**config.mk**
```make
export PLATFORM = sky130hd
export DESIGN_NAME = midi_track_event_parser_top_flat
export DESIGN_NICKNAME = d
export VERILOG_FILES = /design/src/rtl/core/mtep_pkg.sv /design/src/rtl/core/mtep_byte_if.sv /design/src/rtl/core/mtep_event_if.sv /design/src/rtl/core/midi_track_event_parser_top.sv /design/src/rtl/core/mtep_parse.sv /design/src/flat_wrapper.sv
export SDC_FILE = /design/constraint.sdc
export NUM_CORES = 1
export LEC_CHECK = 0
export BUFFER_PORTS_ARGS = -buffer_cell sky130_fd_sc_hd__buf_4
export CELL_PAD_IN_SITES_DETAIL_PLACEMENT = 1
export CELL_PAD_IN_SITES_GLOBAL_PLACEMENT = 2
export CORE_UTILIZATION = 41
export CTS_CLUSTER_DIAMETER = 80
export DETAILED_ROUTE_END_ITERATION = 12
export PLACE_DENSITY = 0.9
export SYNTH_ARGS = -nofsm -noshare
export SYNTH_HDL_FRONTEND = slang
export SYNTH_SLANG_ARGS = --single-unit
```
**constraint.sdc**
```tcl
create_clock -name clk -period 15.1 [get_ports clk]
set_clock_uncertainty 0.05 [all_clocks]
set_input_delay 1.51 -clock clk [delete_from_list [all_inputs] [get_ports clk]]
set_output_delay 1.51 -clock clk [all_outputs]
set_load 0.03 [all_outputs]
```
**src/rtl/core/mtep_pkg.sv**
```systemverilog
`timescale 1ns / 1ps
// Shared types, codes and helper functions for the MIDI track event parser.
// Depends on nothing; the top level and mtep_parse refer to it by scoped names.
package mtep_pkg;

  // Longest variable-length quantity, in bytes, before an overflow is flagged.
  localparam int unsigned VARLEN_MAX = 4;
  localparam int unsigned VCOUNT_W = 3;

  // Parser phases.
  localparam logic [2:0] PH_DELTA  = 3'd0;
  localparam logic [2:0] PH_STATUS = 3'd1;
  localparam logic [2:0] PH_DATA1  = 3'd2;
  localparam logic [2:0] PH_DATA2  = 3'd3;
  localparam logic [2:0] PH_MTYPE  = 3'd4;
  localparam logic [2:0] PH_MLEN   = 3'd5;
  localparam logic [2:0] PH_MSKIP  = 3'd6;
  localparam logic [2:0] PH_SYSEX  = 3'd7;

  // Record kinds.
  localparam logic [2:0] KIND_CHANNEL  = 3'd0;
  localparam logic [2:0] KIND_SYSTEM   = 3'd1;
  localparam logic [2:0] KIND_META     = 3'd2;
  localparam logic [2:0] KIND_SYSEX    = 3'd3;
  localparam logic [2:0] KIND_STRAY    = 3'd4;
  localparam logic [2:0] KIND_OVERFLOW = 3'd5;
  localparam logic [2:0] KIND_TRUNC    = 3'd6;

  localparam logic [7:0] STATUS_META  = 8'hFF;
  localparam logic [7:0] STATUS_SYSEX = 8'hF0;
  localparam logic [7:0] STATUS_SYS   = 8'hF0;
  localparam logic [7:0] STATUS_RT    = 8'hF8;

  typedef struct packed {
    logic [2:0]          phase;
    logic [7:0]          running_status;
    logic [7:0]          current_status;
    logic [27:0]         acc;
    logic [VCOUNT_W-1:0] vcount;
    logic [27:0]         held_delta;
    logic [6:0]          held_first;
    logic [7:0]          held_meta_type;
    logic [27:0]         skip;
  } parse_state_t;

  typedef struct packed {
    logic [2:0]  kind;
    logic [27:0] delta_time;
    logic [7:0]  status;
    logic [6:0]  first_data;
    logic [6:0]  second_data;
    logic [1:0]  data_count;
    logic [7:0]  meta_type;
    logic [27:0] meta_length;
  } event_rec_t;

  // Number of data bytes that follow a status byte.
  function automatic logic [1:0] data_needed(input logic [7:0] s);
    logic [1:0] n;
    n = 2'd2;
    if (s[7:4] == 4'hC || s[7:4] == 4'hD) begin
      n = 2'd1;
    end else if (s[7:4] == 4'hF) begin
      if (s[3:0] == 4'h1 || s[3:0] == 4'h3) begin
        n = 2'd1;
      end else if (s[3:0] == 4'h2) begin
        n = 2'd2;
      end else begin
        n = 2'd0;
      end
    end
    return n;
  endfunction

  function automatic logic [2:0] kind_of(input logic [7:0] s);
    return (s < STATUS_SYS) ? KIND_CHANNEL : KIND_SYSTEM;
  endfunction

endpackage

```
**src/rtl/core/mtep_byte_if.sv**
```systemverilog
`timescale 1ns / 1ps
// Request channel that carries track bytes into the parser.
// Depends on nothing.
interface mtep_byte_if;
  logic       valid;
  logic       ready;
  logic [7:0] track_byte;
  logic       track_last;

  modport source (output valid, output track_byte, output track_last, input ready);
  modport sink (input valid, input track_byte, input track_last, output ready);
endinterface

```
**src/rtl/core/mtep_event_if.sv**
```systemverilog
`timescale 1ns / 1ps
// Request channel that carries parsed event records out of the parser.
// Depends on nothing.
interface mtep_event_if;
  logic        valid;
  logic        ready;
  logic [2:0]  kind;
  logic [27:0] delta_time;
  logic [7:0]  status;
  logic [6:0]  first_data;
  logic [6:0]  second_data;
  logic [1:0]  data_count;
  logic [7:0]  meta_type;
  logic [27:0] meta_length;

  modport source (output valid, output kind, output delta_time, output status,
                  output first_data, output second_data, output data_count,
                  output meta_type, output meta_length, input ready);
  modport sink (input valid, input kind, input delta_time, input status,
                input first_data, input second_data, input data_count,
                input meta_type, input meta_length, output ready);
endinterface

```
**src/rtl/core/midi_track_event_parser_top.sv**
```systemverilog
`timescale 1ns / 1ps
// Top level of the MIDI track event parser: parser state, result register, handshakes.
// Depends on mtep_pkg, mtep_byte_if, mtep_event_if and mtep_parse.
//
//   Channel | Dir | Request payload
//   --------+-----+--------------------------------------------------------------
//   track   | in  | track_byte[7:0], track_last
//   events  | out | kind, delta_time, status, first_data, second_data,
//           |     | data_count, meta_type, meta_length
//
// Each accepted track byte is parsed in the cycle it is accepted: the parser
// state and the result register are updated at that same clock edge, so the
// block takes one byte per cycle unless stalled, and a record appears in the
// cycle after the byte that completes it. The single result register sets the
// rate: a byte is taken whenever that register is empty or its record is
// leaving in the same cycle. Reset (rst, synchronous, active high) clears the
// parser state, running status included, and empties the result register.
module midi_track_event_parser_top (
  input  logic         clk,
  input  logic         rst,
  mtep_byte_if.sink    track,
  mtep_event_if.source events
);

  mtep_pkg::parse_state_t st;
  mtep_pkg::parse_state_t st_next;
  mtep_pkg::event_rec_t   rec;
  mtep_pkg::event_rec_t   out_rec;
  logic                   emit;
  logic                   out_valid;
  logic                   take;

  // The parser is purely combinational on the current state and the offered byte.
  mtep_parse u_parse (
    .st         (st),
    .track_byte (track.track_byte),
    .track_last (track.track_last),
    .st_next    (st_next),
    .emit       (emit),
    .rec        (rec)
  );

  // A new byte can come in while the held record is being taken downstream.
  assign track.ready = !out_valid || events.ready;
  assign take        = track.valid && track.ready;

  always_ff @(posedge clk) begin
    if (rst) begin
      st <= '0;
    end else if (take) begin
      st <= st_next;
    end
  end

  always_ff @(posedge clk) begin
    if (rst) begin
      out_valid <= 1'b0;
    end else if (take && emit) begin
      out_valid <= 1'b1;
    end else if (events.ready) begin
      out_valid <= 1'b0;
    end
  end

  // Payload register needs no reset; it is only loaded alongside out_valid.
  always_ff @(posedge clk) begin
    if (take && emit) begin
      out_rec <= rec;
    end
  end

  assign events.valid       = out_valid;
  assign events.kind        = out_rec.kind;
  assign events.delta_time  = out_rec.delta_time;
  assign events.status      = out_rec.status;
  assign events.first_data  = out_rec.first_data;
  assign events.second_data = out_rec.second_data;
  assign events.data_count  = out_rec.data_count;
  assign events.meta_type   = out_rec.meta_type;
  assign events.meta_length = out_rec.meta_length;

  // Channel records always carry at least one data byte.
  a_channel_has_data: assert property (@(posedge clk) disable iff (rst)
    events.valid && events.kind == mtep_pkg::KIND_CHANNEL |-> events.data_count != 2'd0)
    else $error("channel record without data bytes");

  // Meta records always report the meta status.
  a_meta_status: assert property (@(posedge clk) disable iff (rst)
    events.valid && events.kind == mtep_pkg::KIND_META |-> events.status == mtep_pkg::STATUS_META)
    else $error("meta record with wrong status");

  // The last byte of a track returns the parser to its idle state.
  a_last_resets: assert property (@(posedge clk) disable iff (rst)
    track.valid && track.ready && track.track_last |=>
      st.phase == mtep_pkg::PH_DELTA && st.running_status == 8'd0)
    else $error("parser not reset after last track byte");

  // With an empty result register the block must be taking bytes.
  a_ready_when_empty: assert property (@(posedge clk) disable iff (rst)
    !events.valid |-> track.ready)
    else $error("input stalled with empty result register");

endmodule

```
**src/rtl/core/mtep_parse.sv**
```systemverilog
`timescale 1ns / 1ps
// Combinational next-state and record logic for one track byte.
// Depends on mtep_pkg.
module mtep_parse (
  input  mtep_pkg::parse_state_t st,
  input  logic [7:0]             track_byte,
  input  logic                   track_last,
  output mtep_pkg::parse_state_t st_next,
  output logic                   emit,
  output mtep_pkg::event_rec_t   rec
);

  // Drop everything that belongs to the finished event; running status stays.
  function automatic mtep_pkg::parse_state_t clear_event(input mtep_pkg::parse_state_t s);
    mtep_pkg::parse_state_t c;
    c = '0;
    c.phase = mtep_pkg::PH_DELTA;
    c.running_status = s.running_status;
    return c;
  endfunction

  logic [27:0] acc_shift;
  logic        vdone;
  logic        vovf;
  logic [27:0] skip_dec;
  logic [7:0]  s;
  mtep_pkg::parse_state_t nx;

  assign acc_shift = {st.acc[20:0], track_byte[6:0]};
  assign vdone     = !track_byte[7];
  assign vovf      = track_byte[7] &&
                     (({1'b0, st.vcount} + 4'd1) >= 4'(mtep_pkg::VARLEN_MAX));
  assign skip_dec  = st.skip - 28'd1;

  always_comb begin
    nx   = st;
    emit = 1'b0;
    rec  = '0;
    s    = st.current_status;
    case (st.phase)
      mtep_pkg::PH_DELTA: begin
        if (vdone) begin
          nx.held_delta = acc_shift;
          nx.acc = '0;
          nx.vcount = '0;
          nx.phase = mtep_pkg::PH_STATUS;
        end else if (vovf) begin
          emit = 1'b1;
          rec.kind = mtep_pkg::KIND_OVERFLOW;
          nx = clear_event(st);
        end else begin
          nx.acc = acc_shift;
          nx.vcount = st.vcount + 1'b1;
        end
      end
      mtep_pkg::PH_STATUS: begin
        if (track_byte[7]) begin
          nx.current_status = track_byte;
          if (track_byte == mtep_pkg::STATUS_META) begin
            nx.running_status = '0;
            nx.phase = mtep_pkg::PH_MTYPE;
          end else if (track_byte == mtep_pkg::STATUS_SYSEX) begin
            nx.running_status = '0;
            nx.phase = mtep_pkg::PH_SYSEX;
          end else begin
            if (track_byte < mtep_pkg::STATUS_SYS) begin
              nx.running_status = track_byte;
            end else if (track_byte < mtep_pkg::STATUS_RT) begin
              nx.running_status = '0;
            end
            if (mtep_pkg::data_needed(track_byte) == 2'd0) begin
              emit = 1'b1;
              rec.kind = mtep_pkg::KIND_SYSTEM;
              rec.delta_time = st.held_delta;
              rec.status = track_byte;
              nx = clear_event(nx);
            end else begin
              nx.phase = mtep_pkg::PH_DATA1;
            end
          end
        end else if (st.running_status == 8'd0) begin
          emit = 1'b1;
          rec.kind = mtep_pkg::KIND_STRAY;
          rec.delta_time = st.held_delta;
          nx = clear_event(st);
        end else begin
          s = st.running_status;
          nx.current_status = s;
          if (mtep_pkg::data_needed(s) == 2'd1) begin
            emit = 1'b1;
            rec.kind = mtep_pkg::kind_of(s);
            rec.delta_time = st.held_delta;
            rec.status = s;
            rec.first_data = track_byte[6:0];
            rec.data_count = 2'd1;
            nx = clear_event(st);
          end else begin
            nx.held_first = track_byte[6:0];
            nx.phase = mtep_pkg::PH_DATA2;
          end
        end
      end
      mtep_pkg::PH_DATA1: begin
        if (mtep_pkg::data_needed(s) == 2'd1) begin
          emit = 1'b1;
          rec.kind = mtep_pkg::kind_of(s);
          rec.delta_time = st.held_delta;
          rec.status = s;
          rec.first_data = track_byte[6:0];
          rec.data_count = 2'd1;
          nx = clear_event(st);
        end else begin
          nx.held_first = track_byte[6:0];
          nx.phase = mtep_pkg::PH_DATA2;
        end
      end
      mtep_pkg::PH_DATA2: begin
        emit = 1'b1;
        rec.kind = mtep_pkg::kind_of(s);
        rec.delta_time = st.held_delta;
        rec.status = s;
        rec.first_data = st.held_first;
        rec.second_data = track_byte[6:0];
        rec.data_count = 2'd2;
        nx = clear_event(st);
      end
      mtep_pkg::PH_MTYPE: begin
        nx.held_meta_type = track_byte;
        nx.acc = '0;
        nx.vcount = '0;
        nx.phase = mtep_pkg::PH_MLEN;
      end
      mtep_pkg::PH_MLEN: begin
        if (vdone) begin
          if (acc_shift == 28'd0) begin
            emit = 1'b1;
            rec.kind = mtep_pkg::KIND_META;
            rec.delta_time = st.held_delta;
            rec.status = mtep_pkg::STATUS_META;
            rec.meta_type = st.held_meta_type;
            nx = clear_event(st);
          end else begin
            nx.acc = acc_shift;
            nx.skip = acc_shift;
            nx.phase = mtep_pkg::PH_MSKIP;
          end
        end else if (vovf) begin
          emit = 1'b1;
          rec.kind = mtep_pkg::KIND_OVERFLOW;
          rec.delta_time = st.held_delta;
          rec.status = mtep_pkg::STATUS_META;
          rec.meta_type = st.held_meta_type;
          nx = clear_event(st);
        end else begin
          nx.acc = acc_shift;
          nx.vcount = st.vcount + 1'b1;
        end
      end
      mtep_pkg::PH_MSKIP: begin
        if (skip_dec == 28'd0) begin
          emit = 1'b1;
          rec.kind = mtep_pkg::KIND_META;
          rec.delta_time = st.held_delta;
          rec.status = mtep_pkg::STATUS_META;
          rec.meta_type = st.held_meta_type;
          rec.meta_length = st.acc;
          nx = clear_event(st);
        end else begin
          nx.skip = skip_dec;
        end
      end
      mtep_pkg::PH_SYSEX: begin
        if (track_byte[7]) begin
          emit = 1'b1;
          rec.kind = mtep_pkg::KIND_SYSEX;
          rec.delta_time = st.held_delta;
          rec.status = mtep_pkg::STATUS_SYSEX;
          nx = clear_event(st);
        end
      end
      default: begin
        nx = clear_event(st);
      end
    endcase

    // The final byte of a track flags an unfinished event and resets everything.
    if (track_last) begin
      if (!emit && !(nx.phase == mtep_pkg::PH_DELTA && nx.vcount == '0 && nx.acc == 28'd0))
      begin
        emit = 1'b1;
        rec = '0;
        rec.kind = mtep_pkg::KIND_TRUNC;
        rec.delta_time = nx.held_delta;
        rec.status = nx.current_status;
      end
      nx = '0;
    end
    st_next = nx;
  end

endmodule
```
**src/flat_wrapper.sv**
```systemverilog
// flat-port wrapper written by rule: the top's interface ports become plain ports
module midi_track_event_parser_top_flat 
  (clk, rst, track_valid, track_track_byte, track_track_last, track_ready, events_valid, events_kind, events_delta_time, events_status, events_first_data, events_second_data, events_data_count, events_meta_type, events_meta_length, events_ready);
  mtep_byte_if track_i ();
  mtep_event_if events_i ();
  input  logic clk;
  input  logic rst;
  input wire logic [$bits(track_i.valid)-1:0] track_valid;
  input wire logic [$bits(track_i.track_byte)-1:0] track_track_byte;
  input wire logic [$bits(track_i.track_last)-1:0] track_track_last;
  output wire logic [$bits(track_i.ready)-1:0] track_ready;
  output wire logic [$bits(events_i.valid)-1:0] events_valid;
  output wire logic [$bits(events_i.kind)-1:0] events_kind;
  output wire logic [$bits(events_i.delta_time)-1:0] events_delta_time;
  output wire logic [$bits(events_i.status)-1:0] events_status;
  output wire logic [$bits(events_i.first_data)-1:0] events_first_data;
  output wire logic [$bits(events_i.second_data)-1:0] events_second_data;
  output wire logic [$bits(events_i.data_count)-1:0] events_data_count;
  output wire logic [$bits(events_i.meta_type)-1:0] events_meta_type;
  output wire logic [$bits(events_i.meta_length)-1:0] events_meta_length;
  input wire logic [$bits(events_i.ready)-1:0] events_ready;
  assign track_i.valid = track_valid;
  assign track_i.track_byte = track_track_byte;
  assign track_i.track_last = track_track_last;
  assign track_ready = track_i.ready;
  assign events_valid = events_i.valid;
  assign events_kind = events_i.kind;
  assign events_delta_time = events_i.delta_time;
  assign events_status = events_i.status;
  assign events_first_data = events_i.first_data;
  assign events_second_data = events_i.second_data;
  assign events_data_count = events_i.data_count;
  assign events_meta_type = events_i.meta_type;
  assign events_meta_length = events_i.meta_length;
  assign events_i.ready = events_ready;
  midi_track_event_parser_top u_core (.clk(clk), .rst(rst), .track(track_i), .events(events_i));
endmodule
```
==> qor.yml <==
run_status:
  run_status: "complete, no violations"
final_layout:
  area_growth_pct: 16.9
  fin_cells: 1474
  drive_above_1_share_pct: 17.1
  diodes: 0
  finalNetCount: 1143
  final_util_pct: 48.7
  stdcell_area_um2: 12200
  nFillCells: 2810
clocking:
  postCtsSetupRepairBufs: 0
  cts_tree: "done"
  htree_num_levels: 1
  clkLatencyLatePin_ns: 0.53
  cts_sinks: 213
  clk_pin_slew_ns: 0.06
  cts-buffers-inserted: 23
  clk_path_buf_depth: 3
  postCtsHoldBufs: 0
  cts-resized-gates: 0
  root_buffer: "clkbuf_16"
sta:
  rsz0062_at_grt: "no"
  period_needed_ns: 5.37
  hold_violations: 0
  slew_headroom_pct: 18.6
  setup_viol: 0
  maxSlewViolCount: 0
  fin_setup_tns_ns: 0
  fin_ws_ns: 9.73
  worstMarginPinSlew_ns: 1.22
  fin_crit_sh_pct: 35.5
  hold_slack_ns: 0.426
  fmax_mhz: 186
power_and_ir_drop:
  powerDensity_nw_per_um2: 111
  peakVddDrop_mv: 0.0774
  power_mw: 1.36
  p_int_mw: 1.00
  switching_share_pct: 26.3
  power.leakage_nw: 4.57
  seqPwrFrac_pct: 46.1
  switchingPower_uw: 358
  power_frac_comb_pct: 11.9
  power.share.clock_pct: 42.0
synth:
  yosys_warnings: 0
  synth_top_cell_by_area: "edfxtp_1"
  async_reset_ff_share_pct: 0
  synth-edff-count: 91
  ys_top_cells_by_count: "122 x dfxtp_1, 91 x edfxtp_1, 82 x nor2_1"
  yosysTopAreaCellShare_pct: 26.1
  yosys.cell_types.count: 80
  syn_inst: 1070
  seq_area_frac_synth_pct: 49.5
  synth_area_leaders: "edfxtp_1 26%, dfxtp_1 23%, a22o_1 6.6%"
  synth_ff_type: "dfxtp_1"
  synth-seq-cells: 213
  yosysMostFrequentCell: "dfxtp_1"
  syn_nets: 1086
  syn_area_um2: 10500
  avgSynthCellArea_um2: 9.77
global_routing:
  busiest_layer: "met2"
  grt_max_degree: 92
  grt_pass1_vias: 9229
  use_met1_pct: 36.7
  antenna_found_initial: 0
  grt_overflow: 0
  grt_usage_pct: 26.6
  grt_pass1_wl_um: 54200
  use_met2_pct: 43.3
  grt_use_met3_pct: 4.24
floorplan:
  dieArea_um2: 26100
  die_width_um: 162
  die_y_um: 162
  io_pins: 106
  coreArea_um2: 25100
  core.rowCount: 58
  initial_core_util_pct: 41.6
worst_setup_path:
  critPathLaunch: "track_track_byte[7]"
  crit_type: "in2reg"
  reg2reg_setup_slack_ns: 10.00
  endpoint_kind: "flop"
  r2r-start: "u_core.st[0]"
  startpoint_type: "input pin"
  worstRegToRegCells: 12
  critPathMaxFanout: 30
  reg2reg_to: "u_core.events.delta_time[20]"
  cp.arrival_ns: 5.59
  required_ns: 15.32
routing:
  firstDrtPassIters: 5
  wl_per_cell_um: 23.3
  wl_um: 34300
  drt_iter0_drc: 714
  drtAntennaViolNets: 0
  drc: 0
  viasPerCell: 6.19
  vias: 9120
min_path:
  hp-start: "u_core.st[103]"
  min_path_cells: 2
  hold_path.class: "reg2reg"
  worstHoldEndpoint: "u_core.st[103]"
placement:
  place_area_um2: 11500
  place_congestion: 0.889
  placed_cells: 1432
  portBuffers: 105
  dpl_worst_slack_ns: 9.24
  dp_hpwl_um: 22600
run:
  cap_viol_max_count: 0
[flip-flops by register name, summed over array words and instances (netlist names), 2 cells and up]
name and count:
u_core.events.data_count 2, u_core.events.delta_time 28, u_core.events.first_data 7, u_core.events.kind 3, u_core.events.meta_length 28, u_core.events.meta_type 8, u_core.events.second_data 7, u_core.events.status 8
u_core.st 121
[worst max-delay path by stage]
| stage | end | cells after the start |
|---|---|---|
| 6_report | u_core.events.delta_time[11] | 10 |
| 3_5_place_dp | u_core.events.delta_time[11] | 8 |
| 3_3_place_gp | u_core.events.delta_time[21] | 8 |
| 5_1_grt | u_core.events.delta_time[11] | 10 |
| 4_1_cts | u_core.events.delta_time[11] | 8 |
| 2_1_floorplan | u_core.events.data_count[0] | 11 |
[critical path, stage by stage]
cell and delay, ns:
buf_4 0.31, and4_1 0.31, a31oi_1 0.22, a221oi_1 0.96, a31oi_1 0.08, a211oi_1 0.26, nand3_1 0.18, o41ai_4 0.88
o211ai_4 0.48, a22o_1 0.35
[final cells by class]
type                    count  area [µm²]  area share, %
clock inverters            13         146           1.20
clock buffers              29         608           4.98
repair buffers            125         938           7.68
well taps                 330         413           3.38
multi-input cells         748        4880           39.9
inverters                  16        60.1          0.492
flip-flops and latches    213        5170           42.4
[logic make-up after synthesis]
kind of cell	synth area share, %
adder cells (fa/ha/maj)	0.359
multiplexers	0.0958
XOR/XNOR	1.68
buffers and inverters	4.27
AND/OR/NAND/NOR	18.2
AO/OA/AOI/OAI	25.8
flip-flops	49.5
[layout by cell type, fill, tap and decap left out, types with 8 or more instances in the layout]
master and n:
a21o_1 24, a21oi_1 75, a22o_1 79, a22oi_1 53
and2_1 34, and3_1 17, buf_4 125, clkbuf_16 23
dfxtp_1 122, edfxtp_1 91, inv_1 16, nand2_1 62
nand3_1 37, nand4_1 8, nor2_1 81, nor2b_1 11
nor3_1 25, nor4_1 18, o21ai_0 49, o22ai_1 9
or3_1 10, xnor2_1 9, xor2_1 11
[power groups by stage]
stage | registers [mW] | logic [mW] | clock network [mW]
after floorplan | 0.664 | 0.0836 | 0
after global placement | 0.639 | 0.158 | 0
after detailed placement | 0.640 | 0.161 | 0
after CTS | 0.628 | 0.162 | 0.579
after global routing | 0.629 | 0.174 | 0.604
final | 0.627 | 0.162 | 0.571
[routing by layer]
metal | share of wire [%] | wire length, µm
met5 | 0 | 0
met4 | 1.6 | 548
met3 | 6.5 | 2220
met2 | 47 | 16100
met1 | 45 | 15400
Power figures use the tool's default switching activity.
